===== src/rtl/fsa_pkg.sv =====
// Shared types and constants of the free-list slot allocator.
`default_nettype none

package fsa_pkg;

  // Field widths of the channels
  localparam int ACTION_W   = 2;
  localparam int INDEX_W    = 16;
  localparam int LINK_W     = 32;
  localparam int RES_W      = 64;
  localparam int STATUS_W   = 2;
  localparam int GRANT_W    = 8;
  localparam int TAG_W      = 16;
  localparam int CAP_W      = 9;
  localparam int CFG_IDX_W  = 1;
  localparam int CFG_DATA_W = 16;
  // Width for capacity compares: covers 16-bit handles and any pool size
  localparam int CMP_W      = 17;

  // Register reset values
  localparam logic [CAP_W-1:0] CAP_RESET = 9'd256;
  localparam logic [TAG_W-1:0] TAG_RESET = 16'd0;

  // Action codes
  localparam logic [ACTION_W-1:0] ACT_CREATE  = 2'd0;
  localparam logic [ACTION_W-1:0] ACT_RELEASE = 2'd1;
  localparam logic [ACTION_W-1:0] ACT_READ    = 2'd2;

  // Status codes
  localparam logic [STATUS_W-1:0] ST_OK    = 2'd0;
  localparam logic [STATUS_W-1:0] ST_FULL  = 2'd1;
  localparam logic [STATUS_W-1:0] ST_RANGE = 2'd2;
  localparam logic [STATUS_W-1:0] ST_FREE  = 2'd3;

  // Register indexes
  localparam logic [CFG_IDX_W-1:0] CFG_CAPACITY = 1'd0;
  localparam logic [CFG_IDX_W-1:0] CFG_TAG      = 1'd1;

  // Released slot payload
  localparam logic [LINK_W-1:0] LINK_CLEARED = '1;
  localparam logic [RES_W-1:0]  RES_CLEARED  = '0;

  typedef enum logic {
    S_IDLE,
    S_EXEC
  } fsa_state_t;

  // Commands from the controller to the datapath
  typedef struct packed {
    logic accept;     // capture transaction, launch memory reads
    logic commit;     // apply update, load result register
    logic cfg_write;  // register write
  } fsa_cmd_t;

endpackage

`default_nettype wire


===== src/rtl/fsa_ctrl.sv =====
// Controller state machine: sequencing of transactions and handshakes.
`default_nettype none

module fsa_ctrl (
  input  wire              clk,
  input  wire              rst_n,
  input  wire              in_valid,
  output logic             in_stall,
  output logic             out_valid,
  input  wire              out_stall,
  input  wire              cfg_valid,
  output logic             cfg_ready,
  output fsa_pkg::fsa_cmd_t cmd
);
  import fsa_pkg::*;

  fsa_state_t state_r, state_nxt;
  logic       out_valid_r, out_valid_nxt;

  // State and result-valid registers
  always_ff @(posedge clk) begin
    if (!rst_n) begin
      state_r     <= S_IDLE;
      out_valid_r <= 1'b0;
    end else begin
      state_r     <= state_nxt;
      out_valid_r <= out_valid_nxt;
    end
  end

  // Next state and commands
  always_comb begin
    state_nxt     = state_r;
    out_valid_nxt = out_valid_r;
    cmd           = '0;
    in_stall      = 1'b1;
    cfg_ready     = 1'b0;
    if (out_valid_r && !out_stall) begin
      out_valid_nxt = 1'b0;
    end
    case (state_r)
      S_IDLE: begin
        cfg_ready     = 1'b1;
        in_stall      = cfg_valid;
        cmd.cfg_write = cfg_valid;
        if (in_valid && !cfg_valid) begin
          cmd.accept = 1'b1;
          state_nxt  = S_EXEC;
        end
      end
      S_EXEC: begin
        // result register free or being emptied this cycle
        if (!out_valid_r || !out_stall) begin
          cmd.commit    = 1'b1;
          out_valid_nxt = 1'b1;
          state_nxt     = S_IDLE;
        end
      end
      default: begin
        state_nxt = S_IDLE;
      end
    endcase
  end

  assign out_valid = out_valid_r;

endmodule

`default_nettype wire


===== config.mk =====
export PLATFORM = sky130hd
export DESIGN_NAME = fsa_ctrl
export DESIGN_NICKNAME = d
export VERILOG_FILES = /design/src/rtl/fsa_pkg.sv /design/src/rtl/fsa_ctrl.sv
export SDC_FILE = /design/constraint.sdc
export NUM_CORES = 1
export LEC_CHECK = 0
export BUFFER_PORTS_ARGS = -buffer_cell sky130_fd_sc_hd__buf_2
export CORE_AREA = 3 3 40 42
export CTS_BUF_LIST = sky130_fd_sc_hd__clkbuf_16
export CTS_CLUSTER_SIZE = 30
export DETAILED_ROUTE_END_ITERATION = 10
export DIE_AREA = 0 0 43 45
export PLACE_DENSITY_LB_ADDON = 0.25
export SYNTH_ARGS = -nofsm -noshare
export SYNTH_HDL_FRONTEND = slang
export SYNTH_SLANG_ARGS = --single-unit

===== constraint.sdc =====
create_clock -name clk -period 0.8 [get_ports clk]
set_input_delay 0.12 -clock clk [delete_from_list [all_inputs] [get_ports clk]]
set_output_delay 0.12 -clock clk [all_outputs]
set_load 0.01 [all_outputs]

==> key figures <==
Status
  – Status: finished with violations
  – Failing checks: setup timing

Routing
  – Detailed Route Iter0 Violations: 0
  – Wire length on met3: between 70 and 80 um
  – DR pass1 iterations: 1
  – Average wire per standard cell: a little over 9 um
  – M1 wire length: approximately 160 um
  – Drc violations: 0
  – Routed WL: around 370 um
  – Met2 wire length: ~120 um
  – Highest Signal Layer: met4
  – Vias per cell: 3.33
  – DRT antenna net count: 0
  – Via count: ~130

STA
  – RSZ-0062 raised after global routing: true
  – Slew margin rel.: 0.903
  – Tcrit/Tclk final: 1.30
  – Worst slew pin tran: 146 ps
  – Final worst slack: -241 ps
  – Final setup viols: 6
  – Final hold vios: 0
  – Fin crit period: 1040 ps
  – Pins Over Slew Limit: 0
  – Clock skew: 0.859 ps
  – Fmax: around 0.96 GHz
  – Worst hold slack: roughly 120 ps

Clocking
  – Root buffer cell: clkbuf_16
  – Clk sinks: 2
  – Clk slew on worst S/H paths: about 30 ps
  – TritonCTS clock tree: done
  – CTS H-tree depth: 1
  – Latest clock arrival within the worst-skew pair: around 220 ps
  – Clock buffer depth: 2
  – TritonCTS Buffers: 3

Yosys
  – Netlist Area Pre-Place: ~100 um2
  – FF+latch count, synth: 2
  – Synthesized area per cell: about 9.3 um2
  – Netlist cell types: 9
  – Sequential area share after synthesis: 0.390
  – Ys Warns: 0
  – Syn nets: 16
  – Post-synthesis instance total: 11

Setup path
  – CP Buf/Inv Count: 1
  – CP peak stage delay: approximately 370 ps
  – Setup crit end kind: output port
  – WP data arrival: approximately 920 ps
  – Worst Setup Start Kind: register
  – Crit-path max FO: 6
  – Req. time, crit path: ~700 ps
  – CP max stage cell: dfxtp_4
  – Crit-path cells: and2b_2, buf_6
  – Kind of critical path: reg2out
  – Worst path top cell family by delay: flip-flops

Floorplan
  – Chip width: roughly 43 um
  – Initial Util: 0.0798
  – FP Rows: 13
  – Height of the die: about 45 um
  – Total core area: roughly 0.0013 mm2
  – Boundary Pins: 11
  – Die area: 0.00194 mm2

Job
  – Max Cap Violations: 0

Power and ir drop
  – Maximum vdd drop: approximately 0.68 mV
  – Clk network pwr share: 0.798
  – PwrDens: between 3000 and 4000 mW/mm2
  – Internal: a little under 0.0008 W
  – Logic pwr share: 0.085
  – Switching share of power: 0.154
  – Sequential Power Share: 0.118
  – Pleak: between 0.1 and 0.15 nW
  – NetSw: ~0.00014 W

Cells and area
  – Sequential cell area: between 40 and 50 um2
  – Ant diodes: 0
  – Ratio of cells with drive above 1 in the final layout: 0.840
  – Nets: 32
  – Layout area overhead: 189%
  – Leading cell types in the layout, fill and taps excluded: buf_2 (6), buf_6 (4), clkbuf_16 (3)
  – Layout Cells excl Fill: 40
  – Area occupied by multi-input gates: just over 70 um2
  – Post-route design area: ~300 um2
  – Commonest non-fill, non-tap cell in the layout: buf_2
  – FILL cells: 150
  – Final core utilization: 0.231

Placed design
  – Placed cell area: approximately 180 um2
  – Port-buffer cells: 10
  – Dpl cells: 36
  – Place WS: -68.5 ps
  – Routability Congestion: between 0.7 and 0.8

Global route
  – Largest net degree at the start of global routing: 7
  – Tot GR Track Use: 0.0541
  – Congestion Overflow GR: 0
  – Vias in the first global route: about 130
  – First-pass GRT wire length: about 580 um
  – Antenna violations before repair: 0

Hold path
  – Hold Path Class: in2reg
==> layout make-up <==
class                      instances  area share
inverter                           1      0.0127
clock buffer                       3       0.253
sequential                         2       0.152
timing repair buffer              11       0.278
multi-input combinational          8       0.241
tap                               15      0.0633
==> flip-flops by register name, indices dropped and copies added (netlist names) <==
name and flops:
out_valid 1, state_r 1
==> cells by family (layout without fill, tap and decap cells) <==
logic type	count (synthesis)	in the layout	share of synthesized area
DFF	2	2	0.390
AOI/OAI and AO/OA	3	3	0.171
buffers and inverters	1	15	0.0366
and+or+nand+nor	5	5	0.403
==> Yosys cell counts <==
library cell,instances,area share
or2_2,1,0.061
dfxtp_1,2,0.39
inv_1,1,0.037
and3_2,1,0.073
a21oi_1,2,0.098
and2b_2,1,0.085
o21a_1,1,0.073
nor2b_1,1,0.061
nor3b_2,1,0.12
==> power by group through the flow <==
stage | Clock (W) | Combinational, W | Sequential (W)
finish | 0.000742 | 0.0000787 | 0.000110
global route | 0.000777 | 0.0000847 | 0.000110
CTS | 0.000757 | 0.0000772 | 0.000109
detailed placement | 0 | 0.0000561 | 0.000111
global placement | 0 | 0.0000556 | 0.000111
floorplan | 0 | 0.0000255 | 0.000111
==> routing by layer <==
metal  GRT usage  up-vias
met3      0.0637        2
met1      0.0433       55
met4      0.0904        0
met5           0        -
li1            -       66
met2      0.0479       10
==> per-stage QoR <==
step / power [W] / TNS, ps
after detailed placement: 0.000167 / -176
after global routing: 0.000972 / -1300
after floorplan: 0.000137 / 0
after global placement: 0.000166 / -97.2
after CTS: 0.000944 / -1030
final: 0.000930 / -1010
==> what timing repair did <==
item | CTS | global route
hold buffers | 0 | 0
hold endpoints to repair | 0 | 0
pin swaps | 1 | 0
setup buffers | 1 | 0
setup endpoints to repair | 6 | 7
gates resized for setup | 7 | 1
==> path summary, 6_finish.rpt <==
path / start / end / slack [ps] / cells past startpoint
setup reg to reg: out_valid / state_r / -10 / 2
hold / removal: rst_n / state_r / 120 / 2
hold reg to reg: state_r / out_valid / 550 / 2
setup / recovery: state_r / cmd[0] / -240 / 2
Note: power is estimated with default switching activity, not from simulation.
